### config.mk
export PLATFORM = sky130hd
export DESIGN_NAME = rgb_to_hsv_convert
export DESIGN_NICKNAME = d
export VERILOG_FILES = /design/src/sv/rhc_pkg.sv /design/src/sv/rhc_front.sv /design/src/sv/rhc_div_cell.sv /design/src/sv/rhc_back.sv /design/src/sv/rgb_to_hsv_convert.sv
export SDC_FILE = /design/constraint.sdc
export NUM_CORES = 1
export LEC_CHECK = 0
export BUFFER_PORTS_ARGS = -buffer_cell sky130_fd_sc_hd__buf_2
export CAP_MARGIN = 20
export CORE_UTILIZATION = 25
export DETAILED_ROUTE_END_ITERATION = 7
export SLEW_MARGIN = 20
export SYNTH_ARGS = -nofsm -noshare
export SYNTH_HDL_FRONTEND = slang
export SYNTH_HIERARCHICAL = 1
export SYNTH_SLANG_ARGS = --single-unit
### constraint.sdc
create_clock -name clk -period 5.7 [get_ports clk]
set_input_delay 0.57 -clock clk [delete_from_list [all_inputs] [get_ports clk]]
set_output_delay 0.57 -clock clk [all_outputs]
set_load 0.02 [all_outputs]
### src/sv/rhc_pkg.sv
// Shared types and constants for the RGB to HSV converter.
// Used by every module of the block; depends on nothing else.
package rhc_pkg;

  localparam int unsigned ChanW  = 8;
  localparam int unsigned PixW   = 3 * ChanW;
  localparam int unsigned HueW   = 15;
  localparam int unsigned SatW   = 16;
  localparam int unsigned QuotW  = 16;
  localparam int unsigned NumCells = QuotW;

  localparam logic [HueW-1:0] HueBaseRed   = 15'd0;
  localparam logic [HueW-1:0] HueBaseGreen = 15'd7680;
  localparam logic [HueW-1:0] HueBaseBlue  = 15'd15360;
  localparam logic [HueW-1:0] HueFull      = 15'd23040;

  typedef enum logic [1:0] {
    SECT_RED,
    SECT_GREEN,
    SECT_BLUE
  } sector_t;

  // Word handed from cell to cell: both dividers in flight for one pixel.
  typedef struct packed {
    logic [ChanW-1:0] vmax;
    logic [ChanW-1:0] delta;
    logic [ChanW-1:0] rem_s;
    logic [ChanW-1:0] rem_h;
    logic [QuotW-1:0] num_s;
    logic [QuotW-1:0] num_h;
    logic [QuotW-1:0] q_s;
    logic [QuotW-1:0] q_h;
    sector_t          sector;
    logic             neg;
    logic             hue_zero;
    logic             sat_zero;
  } div_word_t;

endpackage

### src/sv/rhc_front.sv
// Input stage: unpacks the pixel, finds max, min, sector and the hue numerator.
// Depends on rhc_pkg.
module rhc_front (
  input  logic                     clk,
  input  logic                     rst_n,
  input  logic                     in_valid,
  output logic                     in_ready,
  input  logic [rhc_pkg::PixW-1:0] in_rgb_pixel,
  output logic                     dn_valid,
  input  logic                     dn_ready,
  output rhc_pkg::div_word_t       dn_word
);

  logic                       valid_r;
  rhc_pkg::div_word_t         word_r;
  rhc_pkg::div_word_t         word_nxt;
  logic [rhc_pkg::ChanW-1:0]  red;
  logic [rhc_pkg::ChanW-1:0]  grn;
  logic [rhc_pkg::ChanW-1:0]  blu;
  logic [rhc_pkg::ChanW-1:0]  vmax;
  logic [rhc_pkg::ChanW-1:0]  vmin;
  logic [rhc_pkg::ChanW-1:0]  delta;
  logic [rhc_pkg::ChanW:0]    diff;
  logic [rhc_pkg::ChanW-1:0]  diff_abs;
  logic [11:0]                hue_num;
  rhc_pkg::sector_t           sector;

  assign red = in_rgb_pixel[23:16];
  assign grn = in_rgb_pixel[15:8];
  assign blu = in_rgb_pixel[7:0];

  always_comb begin
    if (red >= grn && red >= blu) begin
      sector = rhc_pkg::SECT_RED;
      vmax   = red;
      diff   = {1'b0, grn} - {1'b0, blu};
    end else if (grn >= blu) begin
      sector = rhc_pkg::SECT_GREEN;
      vmax   = grn;
      diff   = {1'b0, blu} - {1'b0, red};
    end else begin
      sector = rhc_pkg::SECT_BLUE;
      vmax   = blu;
      diff   = {1'b0, red} - {1'b0, grn};
    end
    if (red <= grn && red <= blu) begin
      vmin = red;
    end else if (grn <= blu) begin
      vmin = grn;
    end else begin
      vmin = blu;
    end
    delta    = vmax - vmin;
    diff_abs = diff[8] ? 8'(~diff + 9'd1) : diff[7:0];
    // |diff| * 15; the remaining factor of 256 comes from the zero bits below.
    hue_num  = {diff_abs, 4'b0000} - {4'b0000, diff_abs};

    // Start each division part way in: the leading remainder is already below
    // its divisor, so only sixteen quotient bits remain to be found.
    word_nxt.vmax     = vmax;
    word_nxt.delta    = delta;
    word_nxt.rem_s    = {1'b0, delta[7:1]};
    word_nxt.num_s    = {delta[0], 15'd0};
    word_nxt.rem_h    = {4'b0000, hue_num[11:8]};
    word_nxt.num_h    = {hue_num[7:0], 8'd0};
    word_nxt.q_s      = '0;
    word_nxt.q_h      = '0;
    word_nxt.sector   = sector;
    word_nxt.neg      = diff[8];
    word_nxt.hue_zero = (delta == 8'd0);
    word_nxt.sat_zero = (vmax == 8'd0);
  end

  assign in_ready = !valid_r || dn_ready;

  always_ff @(posedge clk) begin
    if (!rst_n) begin
      valid_r <= 1'b0;
    end else if (in_ready) begin
      valid_r <= in_valid;
    end
  end

  always_ff @(posedge clk) begin
    if (in_valid && in_ready) begin
      word_r <= word_nxt;
    end
  end

  assign dn_valid = valid_r;
  assign dn_word  = word_r;

endmodule

### src/sv/rhc_div_cell.sv
// One cell of the divider chain: a restoring step for saturation and for hue.
// Depends on rhc_pkg.
module rhc_div_cell (
  input  logic               clk,
  input  logic               rst_n,
  input  logic               up_valid,
  output logic               up_ready,
  input  rhc_pkg::div_word_t up_word,
  output logic               dn_valid,
  input  logic               dn_ready,
  output rhc_pkg::div_word_t dn_word
);

  logic                      valid_r;
  rhc_pkg::div_word_t        word_r;
  rhc_pkg::div_word_t        word_nxt;
  logic [rhc_pkg::ChanW:0]   trial_s;
  logic [rhc_pkg::ChanW:0]   trial_h;
  logic [rhc_pkg::ChanW:0]   left_s;
  logic [rhc_pkg::ChanW:0]   left_h;
  logic                      fit_s;
  logic                      fit_h;

  always_comb begin
    trial_s = {up_word.rem_s, up_word.num_s[rhc_pkg::QuotW-1]};
    trial_h = {up_word.rem_h, up_word.num_h[rhc_pkg::QuotW-1]};
    fit_s   = trial_s >= {1'b0, up_word.vmax};
    fit_h   = trial_h >= {1'b0, up_word.delta};
    left_s  = fit_s ? trial_s - {1'b0, up_word.vmax}  : trial_s;
    left_h  = fit_h ? trial_h - {1'b0, up_word.delta} : trial_h;

    word_nxt       = up_word;
    word_nxt.rem_s = left_s[rhc_pkg::ChanW-1:0];
    word_nxt.rem_h = left_h[rhc_pkg::ChanW-1:0];
    word_nxt.num_s = {up_word.num_s[rhc_pkg::QuotW-2:0], 1'b0};
    word_nxt.num_h = {up_word.num_h[rhc_pkg::QuotW-2:0], 1'b0};
    word_nxt.q_s   = {up_word.q_s[rhc_pkg::QuotW-2:0], fit_s};
    word_nxt.q_h   = {up_word.q_h[rhc_pkg::QuotW-2:0], fit_h};
  end

  assign up_ready = !valid_r || dn_ready;

  always_ff @(posedge clk) begin
    if (!rst_n) begin
      valid_r <= 1'b0;
    end else if (up_ready) begin
      valid_r <= up_valid;
    end
  end

  always_ff @(posedge clk) begin
    if (up_valid && up_ready) begin
      word_r <= word_nxt;
    end
  end

  assign dn_valid = valid_r;
  assign dn_word  = word_r;

endmodule

### src/sv/rhc_back.sv
// Output stage: adds the sector base, wraps negative hue, applies the grey
// and black cases and holds the result beat. Depends on rhc_pkg.
module rhc_back (
  input  logic                     clk,
  input  logic                     rst_n,
  input  logic                     up_valid,
  output logic                     up_ready,
  input  rhc_pkg::div_word_t       up_word,
  output logic                     out_valid,
  input  logic                     out_ready,
  output logic [rhc_pkg::HueW-1:0] out_hue,
  output logic [rhc_pkg::SatW-1:0] out_saturation,
  output logic [rhc_pkg::ChanW-1:0] out_value
);

  logic                       valid_r;
  logic [rhc_pkg::HueW-1:0]   hue_r;
  logic [rhc_pkg::SatW-1:0]   sat_r;
  logic [rhc_pkg::ChanW-1:0]  value_r;
  logic [rhc_pkg::HueW-1:0]   hue_nxt;
  logic [rhc_pkg::SatW-1:0]   sat_nxt;
  logic [rhc_pkg::HueW-1:0]   base;
  logic signed [rhc_pkg::HueW:0] hue_sum;
  logic signed [rhc_pkg::HueW:0] hue_wrap;
  logic signed [rhc_pkg::HueW:0] quot;

  always_comb begin
    case (up_word.sector)
      rhc_pkg::SECT_RED:   base = rhc_pkg::HueBaseRed;
      rhc_pkg::SECT_GREEN: base = rhc_pkg::HueBaseGreen;
      rhc_pkg::SECT_BLUE:  base = rhc_pkg::HueBaseBlue;
      default:             base = rhc_pkg::HueBaseRed;
    endcase
    quot     = signed'({4'b0000, up_word.q_h[11:0]});
    hue_sum  = signed'({1'b0, base}) + (up_word.neg ? -quot : quot);
    hue_wrap = hue_sum[rhc_pkg::HueW] ? hue_sum + signed'({1'b0, rhc_pkg::HueFull})
                                      : hue_sum;
    hue_nxt  = up_word.hue_zero ? '0 : hue_wrap[rhc_pkg::HueW-1:0];
    sat_nxt  = up_word.sat_zero ? '0 : up_word.q_s;
  end

  assign up_ready = !valid_r || out_ready;

  always_ff @(posedge clk) begin
    if (!rst_n) begin
      valid_r <= 1'b0;
    end else if (up_ready) begin
      valid_r <= up_valid;
    end
  end

  always_ff @(posedge clk) begin
    if (up_valid && up_ready) begin
      hue_r   <= hue_nxt;
      sat_r   <= sat_nxt;
      value_r <= up_word.vmax;
    end
  end

  assign out_valid      = valid_r;
  assign out_hue        = hue_r;
  assign out_saturation = sat_r;
  assign out_value      = value_r;

endmodule

### src/sv/rgb_to_hsv_convert.sv
// Top level of the RGB to HSV converter: input stage, divider cell chain and
// output stage. Depends on rhc_pkg, rhc_front, rhc_div_cell and rhc_back.
//
//   Channel  Direction  Handshake              Payload
//   in       input      in_valid / in_ready    in_rgb_pixel[23:0]
//   out      output     out_valid / out_ready  out_hue[14:0], out_saturation[15:0],
//                                              out_value[7:0]
//
// One pixel beat is taken every cycle when the output side keeps up; each
// beat passes in turn through one input stage, sixteen divider cells
// and one output register.
// Reset (rst_n low at a clock edge) empties every stage; payload registers
// keep whatever they held.
// A stall at the output holds only those stages that are full: each stage
// takes a new beat whenever it is empty or its neighbour downstream moves.
//
// Saturation is delta * 32768 / max and hue is a sector base plus or minus
// |diff| * 3840 / delta. Both quotients are found together, one bit per cell, by
// restoring division: each cell compares a nine-bit trial remainder with
// the divisor, subtracts where it fits and shifts the next numerator bit in.
// The pixel's max, delta, sector and flags travel with it down the chain.
// The grey case (delta zero) forces hue to 0 and the black case (max zero)
// forces saturation to 0, which covers the divisions by zero.
module rgb_to_hsv_convert (
  input  logic                      clk,
  input  logic                      rst_n,
  input  logic                      in_valid,
  output logic                      in_ready,
  input  logic [rhc_pkg::PixW-1:0]  in_rgb_pixel,
  output logic                      out_valid,
  input  logic                      out_ready,
  output logic [rhc_pkg::HueW-1:0]  out_hue,
  output logic [rhc_pkg::SatW-1:0]  out_saturation,
  output logic [rhc_pkg::ChanW-1:0] out_value
);

  // Link k joins cell k-1 (or the input stage) to cell k (or the output stage).
  logic               link_valid [rhc_pkg::NumCells+1];
  logic               link_ready [rhc_pkg::NumCells+1];
  rhc_pkg::div_word_t link_word  [rhc_pkg::NumCells+1];

  rhc_front u_front (
    .clk          (clk),
    .rst_n        (rst_n),
    .in_valid     (in_valid),
    .in_ready     (in_ready),
    .in_rgb_pixel (in_rgb_pixel),
    .dn_valid     (link_valid[0]),
    .dn_ready     (link_ready[0]),
    .dn_word      (link_word[0])
  );

  // The chain of identical cells, one quotient bit of each division per cell.
  for (genvar k = 0; k < rhc_pkg::NumCells; k++) begin : g_cell
    rhc_div_cell u_cell (
      .clk      (clk),
      .rst_n    (rst_n),
      .up_valid (link_valid[k]),
      .up_ready (link_ready[k]),
      .up_word  (link_word[k]),
      .dn_valid (link_valid[k+1]),
      .dn_ready (link_ready[k+1]),
      .dn_word  (link_word[k+1])
    );
  end

  rhc_back u_back (
    .clk            (clk),
    .rst_n          (rst_n),
    .up_valid       (link_valid[rhc_pkg::NumCells]),
    .up_ready       (link_ready[rhc_pkg::NumCells]),
    .up_word        (link_word[rhc_pkg::NumCells]),
    .out_valid      (out_valid),
    .out_ready      (out_ready),
    .out_hue        (out_hue),
    .out_saturation (out_saturation),
    .out_value      (out_value)
  );

endmodule
==> summary.md <==
The fraction of final layout cells with drive strength greater than 1 came out at 0.147. Relative to the synthesized area, the layout overhead comes to 13.9%. For the final wirelength, the log shows 86000 um.

For the worst setup path, the data required time is 5130 ps. Once the clock tree was built, the setup fixing pass inserted 0 buffers. The die covers 215000 um^2.

The kind of critical path was register to output port. The I/O pin count is 69, and the total placed instance area is 57000 um^2. The run gives 169 as the number of core rows. At the pin with the least slew margin, the transition time is 937 ps. The number of failing setup endpoints in the final timing report is 0, and the total power divided by cell area is 312 nW/um^2. In this run the critical register-to-register path is captured at g_cell[1].u_cell/dn_word[75]. The endpoint arrival time on the critical path was 4390 ps; the static leakage was 0.0221 uW.

Along the worst path, the maximum fanout reaches 3. On the final layout, the worst clock skew is 25.3 ps. Switching part of the total: 0.230. Internal power comes to 14600 uW. The logs give 0.375 for the worst slew slack as a fraction of its limit and 0 for the count of final hold-check violations.

Clock tree synthesis selected as its root buffer the cell sky130_fd_sc_hd__clkbuf_16. Prior to clock tree synthesis, the placed netlist has a worst setup slack of 492 ps. The tools report the final worst setup slack as 739 ps. The run finished, with violations left. Synthesis produced 3798 cells. Yosys printed 6 warnings. In this run, post-CTS repair resized a total of 0 instances. Once detail routing completed, the nets flagged for antenna violations numbered 0. The global router's overall resource usage was 0.0782. After floorplanning, the core was sized to cover 212000 um^2. The design draws 18900 uW. The number of antenna violations at the first check in global routing was 5.

The source of the worst register-to-register timing path was u_back/out_valid. Entering global routing, the biggest net connects 69 pins. The worst hold path terminates at u_front/dn_valid. The count of buffers added on input and output ports is 68. For this block, the initial DRC count from the detailed router was 1411. The average via count per standard cell was 4.17; the share of total power in combinational logic was 0.121. The peak supply drop was 245 uV.

The final reports fail on DRC. The element type at the critical path start is a register. Worst min-delay path category: input pin to register.

Chip height: 464 um. The worst slack on hold paths is 139 ps, and the clock share of power is 0.385. For this run, the post-layout net count is 4321.

The initial core utilization is 0.251. For this design the total switching power over the nets is 4360 uW. Iteration count of the initial detailed-routing pass: 8.

For the cts-stage hold buffer count, the log shows 0. Tracing the worst setup path back leads to its startpoint at u_back/out_valid. The slack of the worst reg-to-reg path was 1390 ps; the clock insertion delay at the later pin of the skew report was 710 ps. Across the run, the number of max-cap violations was 0. Dividing the synthesized area by the synthesized cell count gives 14.0 um^2. In the routed design, unresolved DRC markers number 48. For the number of buffers inserted during clock tree synthesis, the log shows 106. Setup repair after global routing left no endpoint under its margin. Final-layout setup total negative slack: 0 ps. At the end of routability-driven placement, the weighted congestion stood at 0.856. The worst path needs 4960 ps of the cycle, external delays included. The first-pass GRT wire length is 142000 um, and the wire length per cell is 12.5 um. The worst hold path passes through 3 cells.

Clock tree synthesis found a total of 1112 sinks. Measured along the x axis, the die boundary spans 464 um. The tools report the via count of the first global-routing pass as 28900. The worst setup path is captured at an output port. The depth of the most critical reg-to-reg path was 18. The highest clock frequency the design can meet is 202 MHz. The number of buffers on the longest clock path was 3; the total overflow reported by the global router was 0. Count of vias placed by the detailed router: 28600. Clock-pin slew was measured on the worst setup and hold paths at 60 ps. CTS built an H-tree with a depth of 3. For the area of the mapped netlist, the log shows 53300 um^2. The logs give 0.493 for the part of the power in registers and 60700 um^2 for the final design instance area without fill.

The final worst-path cycle share is 0.870, and the final count of pins violating max slew is 0. TritonCTS built the clock tree. The startpoint identified for the worst hold timing path is in_valid. Detailed placement ended at an HPWL of 63900 um.
[worst max-delay path by stage]
stage,cells after the start,endpoint,slack (ps)
2_1_floorplan,18,g_cell[0].u_cell/dn_word[0],1160
3_3_place_gp,20,u_front/dn_word[1],630
3_5_place_dp,20,u_front/dn_word[1],490
4_1_cts,19,in_ready,660
5_1_grt,19,in_ready,350
6_report,19,in_ready,740
[state kept, by name (all words and copies together) (netlist names)]
signal                  count
u_back/out_saturation      16
u_front/dn_word            33
u_front/dn_valid            1
g_cell.u_cell/dn_valid     16
u_back/out_valid            1
u_back/out_value            8
u_back/out_hue             15
g_cell.u_cell/dn_word    1022
[power by group through the flow]
stage | logic, uW | registers (uW) | clock network (uW)
2_1_floorplan | 1890 | 9440 | 0
3_3_place_gp | 2240 | 9510 | 0
3_5_place_dp | 2280 | 9520 | 0
4_1_cts | 2290 | 9340 | 7540
5_1_grt | 2530 | 9350 | 7850
6_report | 2290 | 9340 | 7290
[final cells by class]
type	count	area [um^2]
fillers	21200	151000
flip-flops and latches	1112	33200
multi-input cells	2211	18100
well taps	2821	3530
clock buffers	141	2890
inverters	439	1650
clock inverters	59	811
repair buffers	89	498
diodes	1	2.50
[worst max-delay path, stage by stage, from the launching register on]
cell and delay (ps):
sky130_fd_sc_hd__dfxtp_1 320, sky130_fd_sc_hd__nand2b_1 80, sky130_fd_sc_hd__nand2b_1 220, sky130_fd_sc_hd__nand2b_1 210, sky130_fd_sc_hd__nand2b_1 180, sky130_fd_sc_hd__nand2b_1 180, sky130_fd_sc_hd__nand2b_1 180, sky130_fd_sc_hd__nand2b_1 170
sky130_fd_sc_hd__nand2b_1 180, sky130_fd_sc_hd__nand2b_1 180, sky130_fd_sc_hd__nand2b_1 170, sky130_fd_sc_hd__nand2b_1 180, sky130_fd_sc_hd__nand2b_1 190, sky130_fd_sc_hd__nand2b_1 180, sky130_fd_sc_hd__nand2b_1 170, sky130_fd_sc_hd__nand2b_1 180
sky130_fd_sc_hd__nand2b_1 170, sky130_fd_sc_hd__nand2b_1 170, sky130_fd_sc_hd__nand2b_1 170, sky130_fd_sc_hd__buf_2 200
[metal layers]
layer / vias up / wire length (um) / global-route usage
met1: 13700 / 37400 / 0.0905
li1: 14400 / - / -
met3: 175 / 2810 / 0.0149
met4: 6 / 2530 / 0.0274
met2: 392 / 43200 / 0.143
met5: - / 30 / 0
[layout by cell type, fill, tap and decap left out, types with 86 or more instances in the layout]
master,count
sky130_fd_sc_hd__edfxtp_1,1094
sky130_fd_sc_hd__o21ai_0,129
sky130_fd_sc_hd__a21oi_1,161
sky130_fd_sc_hd__nor2_1,179
sky130_fd_sc_hd__inv_1,432
sky130_fd_sc_hd__nand2_1,121
sky130_fd_sc_hd__mux2_4,86
sky130_fd_sc_hd__clkbuf_16,107
sky130_fd_sc_hd__ha_1,299
sky130_fd_sc_hd__xnor2_1,109
[stage by stage]
step                      cells   util
after CTS                  6872  0.286
final                      6873  0.286
after floorplan            3825      -
after detailed placement   6672  0.269
after global routing       6872  0.286
after global placement     6672  0.269
Note: power is estimated with default switching activity, not from simulation.
